## src/hw/rtl/tsd_pkg.sv

```systemverilog
// tsd_pkg: shared types, constants and helpers for the tar stream deframer.
// Depends on nothing; used by tsd_front, tsd_queue, tsd_back and the top level.
`timescale 1ns / 1ps
`default_nettype none

package tsd_pkg;

    localparam int RECORD_BYTES = 512;
    localparam int POS_W        = $clog2(RECORD_BYTES);

    localparam int NAME_LEN  = 100;
    localparam int SIZE_OFF  = 124;
    localparam int SIZE_LEN  = 12;
    localparam int MAGIC_OFF = 257;
    localparam int MAGIC_LEN = 5;

    localparam int SIZE_W   = 36;
    localparam int QUEUE_D  = 2;

    localparam logic [7:0] CHAR_SUBST = 8'h3F;   // '?'
    localparam logic [7:0] CHAR_ZERO  = 8'h30;   // '0'
    localparam logic [7:0] CHAR_SEVEN = 8'h37;   // '7'
    localparam logic [7:0] PRINT_LO   = 8'h20;
    localparam logic [7:0] PRINT_HI   = 8'h7E;

    localparam logic [2:0] KIND_NAME    = 3'd0;
    localparam logic [2:0] KIND_HEADER  = 3'd1;
    localparam logic [2:0] KIND_CONTENT = 3'd2;
    localparam logic [2:0] KIND_PAD     = 3'd3;
    localparam logic [2:0] KIND_IGNORED = 3'd4;

    localparam logic [1:0] STAT_NONE    = 2'd0;
    localparam logic [1:0] STAT_VALID   = 2'd1;
    localparam logic [1:0] STAT_END     = 2'd2;
    localparam logic [1:0] STAT_NOMAGIC = 2'd3;

    typedef enum logic [1:0] {
        PH_HEADER,
        PH_CONTENT,
        PH_PAD,
        PH_DONE
    } phase_t;

    // classified word passed from front to back
    typedef struct packed {
        logic [7:0] data;
        logic       last;
        logic       name_pos;
        logic       size_pos;
        logic       magic_pos;
        logic       magic_ok;
    } item_t;

    function automatic logic [7:0] magic_char(input logic [2:0] idx);
        logic [7:0] c;
        unique case (idx)
            3'd0:    c = 8'h75;  // u
            3'd1:    c = 8'h73;  // s
            3'd2:    c = 8'h74;  // t
            3'd3:    c = 8'h61;  // a
            3'd4:    c = 8'h72;  // r
            default: c = 8'h00;
        endcase
        return c;
    endfunction

endpackage

`default_nettype wire

```

## src/hw/rtl/tsd_front.sv

```systemverilog
// tsd_front: accepts archive words, tracks the offset within the record and
// tags each word with its header field. Depends on tsd_pkg.
`timescale 1ns / 1ps
`default_nettype none

module tsd_front (
    input  logic                  clk,
    input  logic                  rst_n,
    input  logic                  in_valid,
    input  logic [7:0]            in_data,
    input  logic                  q_ready,
    output logic                  in_ready,
    output logic                  push,
    output tsd_pkg::item_t        item
);

    logic [tsd_pkg::POS_W-1:0] pos_reg;
    logic [tsd_pkg::POS_W-1:0] pos_next;
    logic                      last;
    logic [2:0]                magic_idx;
    int                        pos_i;

    assign in_ready  = q_ready;
    assign push      = in_valid && q_ready;
    assign pos_i     = int'(pos_reg);
    assign last      = (pos_reg == tsd_pkg::POS_W'(tsd_pkg::RECORD_BYTES - 1));
    assign magic_idx = 3'(pos_i - tsd_pkg::MAGIC_OFF);

    always_comb
    begin
        item.data      = in_data;
        item.last      = last;
        item.name_pos  = (pos_i < tsd_pkg::NAME_LEN);
        item.size_pos  = (pos_i >= tsd_pkg::SIZE_OFF)
                         && (pos_i < tsd_pkg::SIZE_OFF + tsd_pkg::SIZE_LEN);
        item.magic_pos = (pos_i >= tsd_pkg::MAGIC_OFF)
                         && (pos_i < tsd_pkg::MAGIC_OFF + tsd_pkg::MAGIC_LEN);
        item.magic_ok  = (in_data == tsd_pkg::magic_char(magic_idx));
    end

    always_comb
    begin
        pos_next = pos_reg;
        if (push)
        begin
            pos_next = last ? '0 : pos_reg + 1'b1;
        end
    end

    always_ff @(posedge clk or negedge rst_n)
    begin
        if (!rst_n)
        begin
            pos_reg <= '0;
        end
        else
        begin
            pos_reg <= pos_next;
        end
    end

endmodule

`default_nettype wire

```

## src/hw/rtl/tsd_queue.sv

```systemverilog
// tsd_queue: two-entry queue of classified words between front and back.
// Depends on tsd_pkg.
`timescale 1ns / 1ps
`default_nettype none

module tsd_queue (
    input  logic           clk,
    input  logic           rst_n,
    input  logic           push,
    input  tsd_pkg::item_t push_item,
    output logic           not_full,
    input  logic           pop_ready,
    output logic           not_empty,
    output tsd_pkg::item_t head
);

    tsd_pkg::item_t entry_reg [tsd_pkg::QUEUE_D];
    logic           wr_ptr_reg;
    logic           wr_ptr_next;
    logic           rd_ptr_reg;
    logic           rd_ptr_next;
    logic [1:0]     count_reg;
    logic [1:0]     count_next;
    logic           pop;

    assign not_full  = (count_reg != 2'(tsd_pkg::QUEUE_D));
    assign not_empty = (count_reg != 2'd0);
    assign pop       = not_empty && pop_ready;
    assign head      = entry_reg[rd_ptr_reg];

    always_comb
    begin
        wr_ptr_next = push ? ~wr_ptr_reg : wr_ptr_reg;
        rd_ptr_next = pop ? ~rd_ptr_reg : rd_ptr_reg;
        count_next  = count_reg + {1'b0, push} - {1'b0, pop};
    end

    always_ff @(posedge clk or negedge rst_n)
    begin
        if (!rst_n)
        begin
            wr_ptr_reg <= 1'b0;
            rd_ptr_reg <= 1'b0;
            count_reg  <= 2'd0;
        end
        else
        begin
            wr_ptr_reg <= wr_ptr_next;
            rd_ptr_reg <= rd_ptr_next;
            count_reg  <= count_next;
        end
    end

    always_ff @(posedge clk)
    begin
        if (push)
        begin
            entry_reg[wr_ptr_reg] <= push_item;
        end
    end

endmodule

`default_nettype wire

```

## src/hw/rtl/tsd_back.sv

```systemverilog
// tsd_back: record phase machine, header checks, size parse and content count;
// drives the registered result word. Depends on tsd_pkg.
`timescale 1ns / 1ps
`default_nettype none

module tsd_back (
    input  logic                        clk,
    input  logic                        rst_n,
    input  logic                        q_valid,
    input  tsd_pkg::item_t              q_item,
    output logic                        q_ready,
    output logic                        out_valid,
    input  logic                        out_ready,
    output logic [2:0]                  kind,
    output logic [7:0]                  out_byte,
    output logic                        record_end,
    output logic [1:0]                  header_status,
    output logic [tsd_pkg::SIZE_W-1:0]  file_size,
    output logic                        file_last
);

    tsd_pkg::phase_t             phase_reg;
    tsd_pkg::phase_t             phase_next;
    logic                        all_zero_reg;
    logic                        all_zero_next;
    logic                        magic_reg;
    logic                        magic_next;
    logic                        name_open_reg;
    logic                        name_open_next;
    logic [tsd_pkg::SIZE_W-1:0]  size_reg;
    logic [tsd_pkg::SIZE_W-1:0]  size_next;
    logic [tsd_pkg::SIZE_W-1:0]  left_reg;
    logic [tsd_pkg::SIZE_W-1:0]  left_next;
    logic                        out_valid_reg;
    logic                        out_valid_next;

    logic [2:0]                  kind_reg;
    logic [2:0]                  kind_next;
    logic [7:0]                  byte_reg;
    logic [7:0]                  byte_next;
    logic                        rec_end_reg;
    logic [1:0]                  status_reg;
    logic [1:0]                  status_next;
    logic [tsd_pkg::SIZE_W-1:0]  fsize_reg;
    logic [tsd_pkg::SIZE_W-1:0]  fsize_next;
    logic                        flast_reg;
    logic                        flast_next;

    logic                        take;
    logic [7:0]                  b;
    logic                        zero_upd;
    logic                        magic_upd;
    logic [tsd_pkg::SIZE_W-1:0]  size_upd;
    logic                        is_digit;
    logic                        left_done;

    assign q_ready   = !out_valid_reg || out_ready;
    assign take      = q_valid && q_ready;
    assign b         = q_item.data;
    assign is_digit  = (b >= tsd_pkg::CHAR_ZERO) && (b <= tsd_pkg::CHAR_SEVEN);
    assign zero_upd  = all_zero_reg && (b == 8'h00);
    assign magic_upd = magic_reg && !(q_item.magic_pos && !q_item.magic_ok);
    assign size_upd  = (q_item.size_pos && is_digit)
                       ? {size_reg[tsd_pkg::SIZE_W-4:0], 3'b000}
                         + tsd_pkg::SIZE_W'(b[2:0])
                       : size_reg;
    assign left_done = (left_reg <= tsd_pkg::SIZE_W'(1));

    // next phase
    always_comb
    begin
        phase_next = phase_reg;
        if (take)
        begin
            unique case (phase_reg)
                tsd_pkg::PH_HEADER:
                begin
                    if (q_item.last)
                    begin
                        if (zero_upd || !magic_upd)
                            phase_next = tsd_pkg::PH_DONE;
                        else if (size_upd != '0)
                            phase_next = tsd_pkg::PH_CONTENT;
                        else
                            phase_next = tsd_pkg::PH_HEADER;
                    end
                end
                tsd_pkg::PH_CONTENT:
                begin
                    if (left_done)
                        phase_next = q_item.last ? tsd_pkg::PH_HEADER : tsd_pkg::PH_PAD;
                end
                tsd_pkg::PH_PAD:
                begin
                    if (q_item.last)
                        phase_next = tsd_pkg::PH_HEADER;
                end
                tsd_pkg::PH_DONE:
                begin
                    phase_next = tsd_pkg::PH_DONE;
                end
                default:
                begin
                    phase_next = tsd_pkg::PH_DONE;
                end
            endcase
        end
    end

    // result word and datapath
    always_comb
    begin
        all_zero_next  = all_zero_reg;
        magic_next     = magic_reg;
        name_open_next = name_open_reg;
        size_next      = size_reg;
        left_next      = left_reg;
        kind_next      = tsd_pkg::KIND_IGNORED;
        byte_next      = b;
        status_next    = tsd_pkg::STAT_NONE;
        fsize_next     = '0;
        flast_next     = 1'b0;
        unique case (phase_reg)
            tsd_pkg::PH_HEADER:
            begin
                kind_next     = tsd_pkg::KIND_HEADER;
                all_zero_next = zero_upd;
                magic_next    = magic_upd;
                size_next     = size_upd;
                if (q_item.name_pos && name_open_reg)
                begin
                    if (b == 8'h00)
                    begin
                        name_open_next = 1'b0;
                    end
                    else
                    begin
                        kind_next = tsd_pkg::KIND_NAME;
                        if (b < tsd_pkg::PRINT_LO || b > tsd_pkg::PRINT_HI)
                            byte_next = tsd_pkg::CHAR_SUBST;
                    end
                end
                if (q_item.last)
                begin
                    if (zero_upd)
                    begin
                        status_next = tsd_pkg::STAT_END;
                    end
                    else if (!magic_upd)
                    begin
                        status_next = tsd_pkg::STAT_NOMAGIC;
                    end
                    else
                    begin
                        status_next = tsd_pkg::STAT_VALID;
                        fsize_next  = size_upd;
                        left_next   = size_upd;
                    end
                    all_zero_next  = 1'b1;
                    magic_next     = 1'b1;
                    name_open_next = 1'b1;
                    size_next      = '0;
                end
            end
            tsd_pkg::PH_CONTENT:
            begin
                kind_next = tsd_pkg::KIND_CONTENT;
                if (left_done)
                begin
                    flast_next = 1'b1;
                    left_next  = '0;
                end
                else
                begin
                    left_next = left_reg - 1'b1;
                end
            end
            tsd_pkg::PH_PAD:
            begin
                kind_next = tsd_pkg::KIND_PAD;
            end
            tsd_pkg::PH_DONE:
            begin
                kind_next = tsd_pkg::KIND_IGNORED;
            end
            default:
            begin
                kind_next = tsd_pkg::KIND_IGNORED;
            end
        endcase
    end

    always_comb
    begin
        out_valid_next = out_valid_reg;
        if (take)
            out_valid_next = 1'b1;
        else if (out_ready)
            out_valid_next = 1'b0;
    end

    always_ff @(posedge clk or negedge rst_n)
    begin
        if (!rst_n)
        begin
            phase_reg     <= tsd_pkg::PH_HEADER;
            all_zero_reg  <= 1'b1;
            magic_reg     <= 1'b1;
            name_open_reg <= 1'b1;
            size_reg      <= '0;
            left_reg      <= '0;
            out_valid_reg <= 1'b0;
        end
        else
        begin
            phase_reg     <= phase_next;
            out_valid_reg <= out_valid_next;
            if (take)
            begin
                all_zero_reg  <= all_zero_next;
                magic_reg     <= magic_next;
                name_open_reg <= name_open_next;
                size_reg      <= size_next;
                left_reg      <= left_next;
            end
        end
    end

    always_ff @(posedge clk)
    begin
        if (take)
        begin
            kind_reg    <= kind_next;
            byte_reg    <= byte_next;
            rec_end_reg <= q_item.last;
            status_reg  <= status_next;
            fsize_reg   <= fsize_next;
            flast_reg   <= flast_next;
        end
    end

    assign out_valid     = out_valid_reg;
    assign kind          = kind_reg;
    assign out_byte      = byte_reg;
    assign record_end    = rec_end_reg;
    assign header_status = status_reg;
    assign file_size     = fsize_reg;
    assign file_last     = flast_reg;

`ifndef SYNTHESIS
    a_status_on_record_end: assert property (@(posedge clk) disable iff (!rst_n)
        out_valid_reg && (status_reg != tsd_pkg::STAT_NONE) |-> rec_end_reg)
        else $error("header status outside a record's last word");

    a_last_is_content: assert property (@(posedge clk) disable iff (!rst_n)
        out_valid_reg && flast_reg |-> (kind_reg == tsd_pkg::KIND_CONTENT))
        else $error("file_last on a non-content word");

    a_done_sticky: assert property (@(posedge clk) disable iff (!rst_n)
        (phase_reg == tsd_pkg::PH_DONE) |=> (phase_reg == tsd_pkg::PH_DONE))
        else $error("left the done phase without reset");

    a_content_has_count: assert property (@(posedge clk) disable iff (!rst_n)
        (phase_reg == tsd_pkg::PH_CONTENT) |-> (left_reg != '0))
        else $error("content phase with nothing left");
`endif

endmodule

`default_nettype wire

```

## src/hw/rtl/tar_stream_deframer_unit.sv

```systemverilog
// tar_stream_deframer_unit: top level; front classifier, two-word queue and
// back phase machine. Depends on tsd_pkg, tsd_front, tsd_queue, tsd_back.
// Throughput: one word per cycle sustained, in and out, while m_tready is held high.
// An accepted input word is written into the queue, then taken into the registered result word on m_*.
// Reset (rst_n low, asynchronous): expects a header record at offset 0,
// queue and result register empty.
`timescale 1ns / 1ps
`default_nettype none

module tar_stream_deframer_unit (
    input  logic        clk,
    input  logic        rst_n,
    input  logic        s_tvalid,
    output logic        s_tready,
    input  logic [7:0]  s_tdata,   // [7:0] data_byte
    output logic        m_tvalid,
    input  logic        m_tready,
    output logic [47:0] m_tdata,   // [7:0] out_byte, [43:8] file_size, [44] file_last
    output logic [4:0]  m_tuser,   // [2:0] kind, [4:3] header_status
    output logic        m_tlast    // record_end
);

    tsd_pkg::item_t              fe_item;
    tsd_pkg::item_t              q_head;
    logic                        fe_push;
    logic                        q_not_full;
    logic                        q_not_empty;
    logic                        be_ready;
    logic [2:0]                  kind;
    logic [7:0]                  out_byte;
    logic [1:0]                  header_status;
    logic [tsd_pkg::SIZE_W-1:0]  file_size;
    logic                        file_last;

    tsd_front u_front (
        .clk      (clk),
        .rst_n    (rst_n),
        .in_valid (s_tvalid),
        .in_data  (s_tdata),
        .q_ready  (q_not_full),
        .in_ready (s_tready),
        .push     (fe_push),
        .item     (fe_item)
    );

    tsd_queue u_queue (
        .clk       (clk),
        .rst_n     (rst_n),
        .push      (fe_push),
        .push_item (fe_item),
        .not_full  (q_not_full),
        .pop_ready (be_ready),
        .not_empty (q_not_empty),
        .head      (q_head)
    );

    tsd_back u_back (
        .clk           (clk),
        .rst_n         (rst_n),
        .q_valid       (q_not_empty),
        .q_item        (q_head),
        .q_ready       (be_ready),
        .out_valid     (m_tvalid),
        .out_ready     (m_tready),
        .kind          (kind),
        .out_byte      (out_byte),
        .record_end    (m_tlast),
        .header_status (header_status),
        .file_size     (file_size),
        .file_last     (file_last)
    );

    assign m_tdata = {3'b000, file_last, file_size, out_byte};
    assign m_tuser = {header_status, kind};

endmodule

`default_nettype wire

```

## config.mk

```make
export PLATFORM = sky130hd
export DESIGN_NAME = tar_stream_deframer_unit
export DESIGN_NICKNAME = d
export VERILOG_FILES = /design/src/hw/rtl/tsd_pkg.sv /design/src/hw/rtl/tsd_front.sv /design/src/hw/rtl/tsd_queue.sv /design/src/hw/rtl/tsd_back.sv /design/src/hw/rtl/tar_stream_deframer_unit.sv
export SDC_FILE = /design/constraint.sdc
export NUM_CORES = 1
export LEC_CHECK = 0
export BUFFER_PORTS_ARGS = -buffer_cell sky130_fd_sc_hd__buf_4
export CORE_UTILIZATION = 55
export CTS_CLUSTER_SIZE = 24
export DETAILED_ROUTE_END_ITERATION = 12
export GPL_TIMING_DRIVEN = 1
export PLACE_DENSITY_LB_ADDON = 0.3
export SETUP_SLACK_MARGIN = 0.05
export SYNTH_ARGS = -nofsm -noshare
export SYNTH_HDL_FRONTEND = slang
export SYNTH_HIERARCHICAL = 1
export SYNTH_SLANG_ARGS = --single-unit
```

## constraint.sdc

```tcl
create_clock -name clk -period 6.8 [get_ports clk]
set_input_delay 1.36 -clock clk [delete_from_list [all_inputs] [get_ports clk]]
set_output_delay 1.36 -clock clk [all_outputs]
set_load 0.01 [all_outputs]
```

==> results of run 1 <==
## tightest hold or removal path, cell delays in order, from the launching register on
cell and delay (ns):
dfstp_2 0.37, inv_1 0.04, o21ai_0 0.08
## metal layers
layer	vias up	routed length, um	share of wire	global-route usage
met5	-	0	0	0
met4	0	501	0.025	0.114
met3	45	1700	0.083	0.0544
met2	356	9330	0.46	0.391
met1	3271	8890	0.44	0.366
li1	3097	-	-	-
## layout make-up
cell class / instances / area share
Clock buffer: 19 / 0.0448
Clock inverter: 13 / 0.0167
Inverter: 20 / 0.00777
Multi-Input combinational cell: 584 / 0.373
Sequential cell: 168 / 0.475
Tap cell: 211 / 0.0273
Timing Repair Buffer: 71 / 0.0552
## through the flow
stage	util	hold WS, ns	total power (W)
after CTS	0.633	0.506	0.00428
after floorplan	-	0.455	0.00283
after global routing	0.633	0.529	0.00453
after global placement	0.594	0.478	0.00322
after detailed placement	0.594	0.491	0.00329
final	0.633	0.507	0.00429
## layout by cell type, fill, tap and decap left out, types with 5 or more instances in the layout
| cell | count |
|---|---|
| edfxtp_1 | 77 |
| a21oi_1 | 27 |
| clkbuf_16 | 17 |
| nand3_1 | 11 |
| nand4_1 | 7 |
| dfrtp_1 | 88 |
| o21a_1 | 7 |
| nor4_1 | 13 |
| buf_4 | 71 |
| o21ai_1 | 19 |
| nor3_1 | 20 |
| or4_1 | 5 |
| inv_1 | 19 |
| mux2i_1 | 36 |
| ha_1 | 17 |
| nand2b_1 | 7 |
| mux2_2 | 15 |
| nor2_1 | 106 |
| or3_1 | 9 |
| a31oi_1 | 17 |
| o21ai_0 | 95 |
| clkinv_1 | 6 |
| nand2_1 | 62 |
| a22oi_1 | 21 |
| o32a_1 | 7 |
## cells by family after synthesis
kind of cell | share of synthesized area
flops | 0.534
xor+xnor | 0.00611
other cells | 0.000436
simple gates | 0.157
mux | 0.0615
fa+ha+maj | 0.0247
buf+inv | 0.0493
compound gates | 0.168
## worst paths after layout
kind	slack [ns]	end	start	cells past startpoint
worst max-delay path	2.56	u_back/left_reg[33]	u_queue/rd_ptr_reg	8
worst min-delay path	0.51	u_back/magic_reg	u_back/magic_reg	2
worst max register to register	2.56	u_back/left_reg[33]	u_queue/rd_ptr_reg	8
worst min register to register	0.51	u_back/magic_reg	u_back/magic_reg	2
max in group asynchronous	4.78	u_back/left_reg[19]	rst_n	2
min in group asynchronous	0.89	u_front/pos_reg[1]	rst_n	1
## report_power, final
group | internal (W) | switching, W
sequential | 0.00139 | 0.000202
clock | 0.000605 | 0.000376
combinational | 0.000617 | 0.00110
==> results.txt, run 1 <==
The average wire per cell in the routed design is between 15 and 20 um. The area enclosed by the die boundary came out at around 16000 um^2. The number of buffers and inverters on the critical path is 1. The worst setup path is captured at a flop. The actual slew at the worst max-slew pin came out at ~1.2 ns. From left edge to right edge, the die measures about 130 um.

The commonest cells after synthesis are 107 x nor2_1, 95 x o21ai_0, 88 x dfrtp_1, 77 x edfxtp_1, 62 x nand2_1. The H-tree was split into 4 levels. The hold violation count in the final report is 0. The longest clock path from root to sink contains 2 buffers. The worst-path maximum fanout is 70. With fillers left out, the area of the finished cells amounts to a little under 10000 um^2. The data arrival time of the critical path is about 4.6 ns. The clock buffer count from CTS came out at 17. The count of buffers from port buffering is 64. The count of nets left with antenna violations once routing finished came out at 0. The number of cells in the finished layout apart from fillers is 1086. The pin count of the biggest net entering global routing is a little over 70. The fill cell instance count of the final layout came out at 1146. The area fraction of the dominant cell type after synthesis came out at 0.269.

The type of the worst setup path is flop to flop. The final critical path time including I/O delays and setup came out at 4.24 ns. The aggregate negative setup slack is 0 ns. The wire length of the first global-routing pass is about 32000 um. The clock insertion delay at the later pin of the skew report is roughly 0.43 ns. For the worst setup path, the data required time is between 7 and 8 ns.

The delay of the slowest cell on the worst path is 1.03 ns. The detailed-route DRC error count came out at 0. The cell taking the most area after synthesis is edfxtp_1. Based on the critical path, the design can be clocked at up to about 0.24 GHz. The core footprint came out at 15300 um^2. The synthesis-to-finish area growth came out at 12.3%. The starting density of the core is 0.564. The sequential cell area in the final layout is between 4000 and 5000 um^2. The sequential element share of the synthesized area came out at 0.534.

The worst hold path belongs to the class flop to flop. The number of primary I/O pins came out at 68. The run finished with clean final reports. The synthesized area came out at around 8600 um^2. The antenna diode count is 0. Among all flip-flop cells after synthesis, the most frequent one is dfrtp_1. The power density over the cells is roughly 440 nW/um^2. The total half-perimeter wirelength after legalization and detailed placement came out at roughly 14000 um. The number of distinct library cell variants in the gate-level netlist after synthesis came out at 72. After clock tree synthesis, the repair step resized 0 gates.

The share of the clock period used by the worst path after layout came out at 0.624. The clock tree from TritonCTS is built. The global routing usage summed across all routing layers is 0.260. The clock sink total is between 150 and 200. Clock tree synthesis selected as its root buffer the cell clkbuf_16. The clock edge transition at the registers on the reported setup and hold paths came out at 0.06 ns. The leftover overflow at the end of global routing came out at 0. The final-report max-slew violation count came to 0. The number of hold-repair buffers added at the cts stage came out at 0. The total setup violations reported at the end of the flow is 0. The first detailed-routing pass took 6 iterations. By area the synthesized netlist is led by edfxtp_1 27%, dfrtp_1 26%, o21ai_0 5.5%, nor2_1 4.7%, mux2i_1 4.2%.

The post-synthesis register bit count came out at between 150 and 200. The number of instances in the synthesized netlist is between 800 and 900. The number of enable-type register cells in the synthesized netlist is a little under 80. The critical path startpoint category is a flop. After the first detailed-routing iteration, the DRC count stood at 944. Setup repair after global routing left no endpoint under its margin. The die height is 127 um.

On the critical path, the stage with the largest delay is an instance of a21o_1. The top cell family by delay on the critical path is simple AND/OR/NAND/NOR gates. The area of the multi-input gates is about 3600 um^2. The worst-case setup margin in the final layout came out at approximately 2.6 ns. The number of antenna violations at the first check in global routing was 0.

Walking the worst path, the cells encountered are mux2_2, or3_1, nor4_2, a21o_1, a21o_1, buf_4, or4_1, nand3_1. The number of rows in the core area is 45. The placer congestion estimate is 0.902. The cell that appears most often on the critical path is a21o_1. The via density per instance came out at 6.23.

The warning count from the yosys run is 6. The total placed instance area came out at 9070 um^2. The mean instance size in the synthesized netlist is 10.3 um^2.

The post-placement setup slack came out at 2.59 ns. The maximum ir drop on the vdd rail came out at 0.000196 V. The net count of the finished layout came out at approximately 900. The analysis attributes to cell leakage a power of around 3.8 nW. After detailed placement, the design holds a cell count of between 1000 and 1500. The detailed router placed about 6800 vias in this run. The most frequent cell after synthesis is nor2_1.

The fraction of final layout cells sized beyond drive strength 1 came out at 0.154. The via count of the first global-routing pass is 6123. The number of maximum-capacitance violations is 0. The routed design has roughly 20000 um of wire.

Across the routed clock network, the largest skew measured is ~0.010 ns. The relative max-transition margin came out at 0.174. The number of setup buffers added after CTS is 0. Counting flops with an async set or reset pin after synthesis yields a share of 0.542.
(Power assumes the default switching activity.)
==> run 2: changes to the inputs <==
==> constraint.sdc (replaced) <==
create_clock -name clk -period 3.85 [get_ports clk]
set_input_delay 0.77 -clock clk [delete_from_list [all_inputs] [get_ports clk]]
set_output_delay 0.77 -clock clk [all_outputs]
set_load 0.01 [all_outputs]
==> results.txt, run 2 (synthesis gave the netlist of run 1 again) <==
The run finished with clean final reports. The final-report max-slew violation count is 0 (unchanged). The required time reported for the critical path endpoint came out at 4.14 ns (-2.97 ns). The maximum level of the CTS H-tree is 4 (unchanged).

The leftover overflow at the end of global routing is 0 (unchanged). The relative max-transition margin came out at 0.376 (+0.202). The total placed cells including tap cells is 1060 (+0.57%). The synthesis-to-finish area growth is 12.7%.

The number of primary I/O pins is 68 (unchanged). The pin count of the biggest net entering global routing is 71 (unchanged). The leakage power is 3.82 nW (+0.79%). The antenna diode count is 0 (unchanged). The actual slew at the worst max-slew pin was 0.937 ns (-0.300 ns).

The fraction of power spent switching nets is 0.401 (+0.00928). The relative contribution of sequential cells to total power is 0.368 (-0.002). The share of the clock period used by the worst path after layout came out at 0.838 (+0.214). The worst setup path is captured at a flop.

The number of cells in the finished layout apart from fillers is 1092 (+0.55%). The aggregate negative setup slack is 0 ns (unchanged). The clock share of power came out at 0.222 (-0.007). The critical path is of the flop to flop type.

The library cell used most frequently in the layout, excluding fill and tap cells, is nor2_1. The number of detailed-route iterations in the first pass was 6 (unchanged). The fraction of final layout cells sized beyond drive strength 1 came to 0.166 (+0.0114). The count of buffers from port buffering is 64 (unchanged). The critical path startpoint category is a flop. The number of rows in the core area was 45 (unchanged). The wire length of the first global-routing pass came to 32500 um (+0.64%). The via count of the first global-routing pass is 6247 (+2.0%). The combinational group share of total power came to 0.411 (+0.010). The worst-path maximum fanout came out at 30 (-57%).

The final critical path time including I/O delays and setup came out at 3.23 ns (-1.01 ns). The overall via count from detail_route came to 6762 (-0.10%). The library cells used most frequently in the layout, excluding fill and tap cells, are 106 x nor2_1, 95 x o21ai_0, 88 x dfrtp_1, 77 x buf_4, 77 x edfxtp_1. The number of buffers on the longest clock path is 2 (unchanged). The area enclosed by the die boundary came out at 16100 um^2 (unchanged). The global routing usage summed across all routing layers was 0.259 (-0.00123). The clock insertion delay at the later pin of the skew report is 0.43 ns (about the same). The number of maximum-capacitance violations is 0 (unchanged). The clock edge transition at the registers on the reported setup and hold paths came out at 0.06 ns (about the same). The die height was 127 um (unchanged).

The internal power component came out at 0.00456 W (+75%). The number of antenna violations at the first check in global routing came out at 0 (unchanged). The reported net switching power is 0.00306 W (+82%). The number of hold-repair buffers added at the cts stage is 0 (unchanged). The width of the chip came out at 127 um (unchanged). The detailed-route DRC error count came out at 0 (unchanged). The total setup violations reported at the end of the flow came out at 0 (unchanged).

The clock sink total is 168 (unchanged). The sum of routed wire length over all layers came out at 20200 um (-1.2%). The fill cell instance count of the final layout is 1136 (-0.87%).

Setup repair after global routing left no endpoint under its margin. The launch point of the worst path is u_queue/rd_ptr_reg. The hold violation count in the final report came out at 0 (unchanged). The worst reg2reg path depth is 7 (-1). The path class of the tightest hold or removal check is input pin to asynchronous set/reset pin.

The via density per instance came out at 6.19 (-0.65%). The net count of the finished layout was 897 (+0.67%). The worst register-to-register path begins at u_queue/rd_ptr_reg. The starting density of the core is 0.564 (unchanged). The total half-perimeter wirelength after legalization and detailed placement is 13700 um (-0.25%). The power density over the cells came out at 785 nW/um^2 (+77%). The number of setup buffers added after CTS came to 0 (unchanged). The average wire per cell in the routed design came out at 18.5 um (-1.8%). The setup skew after layout was 0.00834 ns (-0.00187 ns). The post-cts repair resize count is 0 (unchanged). The maximum operating frequency is 0.310 GHz (+31%). The data arrival time of the critical path was 3.52 ns (-1.03 ns). The clock buffer count from CTS came to 17 (unchanged). The number of nets with antenna violations after detailed routing is 0 (unchanged). The core footprint came out at 15300 um^2 (unchanged). The placer congestion estimate came to 0.874 (-3.0%). The clock tree from TritonCTS is built. The clock tree root driver cell is clkbuf_16. The count of routing violations after the opening detailed-route iteration is 1047 (+11%).

The maximum ir drop on the vdd rail came out at 0.000418 V (+110%).
run 2: cell count changes in the layout (fill, tap and decap cells not counted):
| cell | change |
|---|---|
| clkinv_2 | +3 |
| clkinv_1 | -3 |
| bufinv_16 | -1 |
| clkbuf_1 | -2 |
| clkinv_4 | +2 |
| clkinvlp_4 | +1 |
| buf_4 | +6 |
run 2: stage by stage:
stage	instance area, um^2	utilization	hold WS (ns)	setup WS [ns]	power [W]
after floorplan	8610	-	0.455	0.860	0.00500
after global placement	9110	0.597	0.475	0.742	0.00574
after detailed placement	9110	0.597	0.479	0.701	0.00587
after CTS	9700	0.636	0.366	0.685	0.00758
after global routing	9700	0.636	0.388	0.429	0.00804
final	9700	0.636	0.340	0.624	0.00762
run 2: final cells by class:
class / count / area [um^2] / area share
inverter: 20 / 75.1 / 0.00774
multi-input combinational: 584 / 3600 / 0.371
clock inverter: 15 / 160 / 0.0165
tap: 211 / 264 / 0.0272
sequential: 168 / 4590 / 0.474
timing repair buffer: 77 / 578 / 0.0596
clock buffer: 17 / 425 / 0.0439
run 2: power by group through the flow:
stage / logic [W] / clock network (W) / registers [W]
2_1_floorplan: 0.00217 / 0 / 0.00283
3_3_place_gp: 0.00294 / 0 / 0.00280
3_5_place_dp: 0.00305 / 0 / 0.00283
4_1_cts: 0.00308 / 0.00170 / 0.00279
5_1_grt: 0.00340 / 0.00177 / 0.00286
6_report: 0.00313 / 0.00169 / 0.00280
run 2: final timing paths:
kind | slack [ns] | endpoint
max in group asynchronous | 2.74 | u_back/size_reg[17]
max reg2reg | 0.62 | u_back/left_reg[1]
max | 0.62 | u_back/left_reg[1]
min | 0.34 | u_front/pos_reg[2]
min reg2reg | 0.49 | u_queue/wr_ptr_reg
min in group clk | 0.49 | u_queue/wr_ptr_reg
run 2: routing by layer:
| metal | part of all wire | up-vias | track usage |
|---|---|---|---|
| li1 | - | 3104 | - |
| met1 | 0.43 | 3252 | 0.358 |
| met2 | 0.46 | 361 | 0.402 |
| met3 | 0.088 | 45 | 0.0540 |
| met4 | 0.020 | 0 | 0.101 |
| met5 | 0 | - | 0 |
run 2: critical path, stage by stage (launching register included):
cell and delay [ns]:
dfrtp_1 0.69, mux2_2 0.43, or3_1 0.46, or2_2 0.60, mux2i_1 0.55, o22ai_1 0.17
nor2_1 0.13, a21oi_1 0.06
==> run 3: changes to the inputs <==
==> constraint.sdc (replaced) <==
create_clock -name clk -period 2.63 [get_ports clk]
set_input_delay 0.526 -clock clk [delete_from_list [all_inputs] [get_ports clk]]
set_output_delay 0.526 -clock clk [all_outputs]
set_load 0.01 [all_outputs]
==> results.txt, run 3 (synthesis gave the netlist of run 1 again) <==
The checks that failed: negative setup slack. The via density per instance came out at 6.31 (+1.9%). The number of primary I/O pins is 68 (unchanged). The type of element capturing the critical path is a flop. The count of routing violations after the opening detailed-route iteration is 1164 (+11%). The share of the clock period used by the worst path after layout came out at 1.06 (+0.222). The clock insertion delay at the later pin of the skew report came out at 0.43 ns (about the same). The delay of the slowest cell on the worst path is 0.59 ns (-0.10 ns). The via count of the first global-routing pass came out at 6867 (+9.9%).

The overall via count from detail_route is 7246 (+7.2%). The aggregate negative setup slack was -0.278 ns (-0.278 ns). The starting density of the core came out at 0.564 (unchanged).

The worst-path maximum fanout came to 15 (-50%). The maximum level of the CTS H-tree is 4 (unchanged). From synthesis to final layout, the design area changed by 20.9%.

The data arrival time of the critical path is 3.08 ns (-0.44 ns). The number of rows in the core area came out at 45 (unchanged). The total half-perimeter wirelength after legalization and detailed placement came to 15000 um (+9.5%).

The count of buffers from port buffering was 64 (unchanged). The required time reported for the critical path endpoint is 2.92 ns (-1.22 ns). The number of maximum-capacitance violations is 0 (unchanged).

The placer congestion estimate is 0.918 (+5.0%). The flow ran to the end, but the final reports show violations. The relative max-transition margin came out at 0.549 (+0.173).

The net count of the finished layout is 953 (+6.2%). The maximum operating frequency is 0.359 GHz (+16%). The final worst hold slack came out at 0.300 ns (-0.0404 ns). The leakage power came out at 4.17 nW (+9.1%).

Setup repair after global routing could not meet its margin everywhere. The core footprint came to 15300 um^2 (unchanged). The sum of routed wire length over all layers came to 23400 um (+16%).

The number of detailed-route iterations in the first pass is 7 (+1). The antenna diode count is 0 (unchanged). The fill cell instance count of the final layout came out at 1081 (-4.8%).

The maximum ir drop on the vdd rail came out at 0.000569 V (+36%). The final critical path time including I/O delays and setup is 2.79 ns (-0.438 ns). The width of the chip is 127 um (unchanged). The library cells used most frequently in the layout, excluding fill and tap cells, are 115 x buf_4, 105 x nor2_1, 87 x dfrtp_1, 77 x edfxtp_1, 75 x o21ai_0. The global routing usage summed across all routing layers was 0.285 (+0.0265). Clock tree synthesis selected as its root buffer the cell clkbuf_16. The pin count of the biggest net entering global routing came to 71 (unchanged). The worst-case setup margin in the final layout is -0.158 ns (-0.782 ns). The launch point of the worst path is u_back/left_reg[7]. The setup skew after layout came to 0.00693 ns (-0.00141 ns). The leftover overflow at the end of global routing came out at 0 (unchanged). The reg-to-reg critical path startpoint is u_back/left_reg[7].

The worst hold path belongs to the class input pin to flop. The count of buffering cells on the critical path with inverters included is 2 (+2). The fraction of final layout cells sized beyond drive strength 1 came to 0.233 (+0.0669). In this run the critical register-to-register path is captured at u_back/left_reg[30]. The flop-to-flop setup slack came out at -0.16 ns (-0.78 ns). The number of cells on the critical path came to 8 (+1). The clock tree from TritonCTS is built. The average wire per cell in the routed design came to 20.4 um (+10%).

The actual slew at the worst max-slew pin came out at 0.671 ns (-0.266 ns). Leaving out fill and tap cells, the most frequent cell in the layout is buf_4. On the critical path, the stage with the largest delay is an instance of or4_4.

The detailed-route DRC error count is 0 (unchanged). STA classifies the critical path startpoint as a flop. The number of nets with antenna violations after detailed routing is 0 (unchanged).

The number of buffers on the longest clock path is 2 (unchanged). The area enclosed by the die boundary came out at 16100 um^2 (unchanged). The clock buffer count from CTS came out at 17 (unchanged). The wire length of the first global-routing pass is 35800 um (+10%). The hold violation count in the final report was 0 (unchanged).

The most critical setup path has its endpoint at u_back/left_reg[30]. The power density over the cells came out at 1170 nW/um^2 (+49%). The total setup violations reported at the end of the flow is 10 (+10).

The worst reg2reg path depth came out at 8 (+1). The die height is 127 um (unchanged). The clock sink total came out at 168 (unchanged). Among cell families on the critical path, the largest total delay comes from simple AND/OR/NAND/NOR gates. The worst setup path is of the flop to flop kind.

The signal on the critical path passes through or4_4, or4_4, o31ai_4, buf_12, buf_6, nor2_1, o21ai_0, o21ai_0. The clock edge transition at the registers on the reported setup and hold paths came out at 0.07 ns (about the same). The final-report max-slew violation count was 0 (unchanged). The number of antenna violations at the first check in global routing came out at 0 (unchanged).
## run 3: cell count changes in the layout (fill, tap and decap cells not counted), sizes merged
cell / before / now
bufinv: 3 / 0
dlygate4sd3: 0 / 1
clkbuf: 17 / 23
buf: 77 / 127
clkinv: 11 / 6
inv: 20 / 21
clkinvlp: 1 / 7
## run 3: where the power goes
part / internal (W) / total (W) / switching (W)
clock: 0.00121 / 0.00225 / 0.00104
combinational: 0.00239 / 0.00583 / 0.00344
sequential: 0.00358 / 0.00410 / 0.000513
total: 0.00718 / 0.0122 / 0.00499
## run 3: how the worst min path moves through the flow
stage / depth (start not counted) / from / slack (ns) / to
2_1_floorplan: 0 / rst_n / 0.23 / u_back/left_reg[0]
3_3_place_gp: 1 / rst_n / 0.46 / u_back/left_reg[19]
3_5_place_dp: 1 / rst_n / 0.46 / u_back/left_reg[19]
4_1_cts: 1 / s_tdata[1] / 0.29 / u_queue/entry_reg[1][6]
5_1_grt: 1 / s_tdata[1] / 0.30 / u_queue/entry_reg[0][6]
6_report: 1 / s_tdata[1] / 0.30 / u_queue/entry_reg[1][6]
## run 3: area by class of cell
class / instances / area, um^2 / area share
inverter: 20 / 78.8 / 0.00758
clock buffer: 18 / 429 / 0.0413
clock inverter: 14 / 104 / 0.00999
multi-input combinational: 584 / 3710 / 0.357
tap: 211 / 264 / 0.0254
sequential: 168 / 4590 / 0.442
timing repair buffer: 133 / 1220 / 0.117
## run 3: worst reg2reg max path: stages (launching register included)
cell	delay, ns
dfrtp_1	0.40
or4_4	0.57
or4_4	0.59
o31ai_4	0.31
buf_12	0.16
buf_6	0.16
nor2_1	0.06
o21ai_0	0.24
o21ai_0	0.15
## run 3: what timing repair did
action | CTS | global route
resized for setup | 6 | 42
gates cloned | 1 | 5
buffers inserted | 4 | 7
endpoints found under the setup margin | 47 | 38
hold buffers | 1 | 0
pin swaps | 1 | 14
hold endpoints to repair | 1 | 0
## run 3: stage by stage
step | area, um^2 | instances | setup WS [ns] | total power [W] | utilization
final | 10400 | 1148 | -0.158 | 0.0122 | 0.682
after global routing | 10400 | 1148 | -0.221 | 0.0128 | 0.682
after CTS | 10100 | 1136 | 0.0318 | 0.0114 | 0.662
after detailed placement | 9490 | 1098 | -0.0284 | 0.00899 | 0.622
after global placement | 9490 | 1098 | 0.0524 | 0.00877 | 0.622
after floorplan | 8670 | 836 | 0.0483 | 0.00738 | -
## run 3: metal layers
metal | vias up | GRT usage | share of wire
li1 | 3231 | - | -
met1 | 3506 | 0.385 | 0.41
met2 | 444 | 0.454 | 0.47
met3 | 65 | 0.0461 | 0.082
met4 | 0 | 0.133 | 0.034
met5 | - | 0 | 0
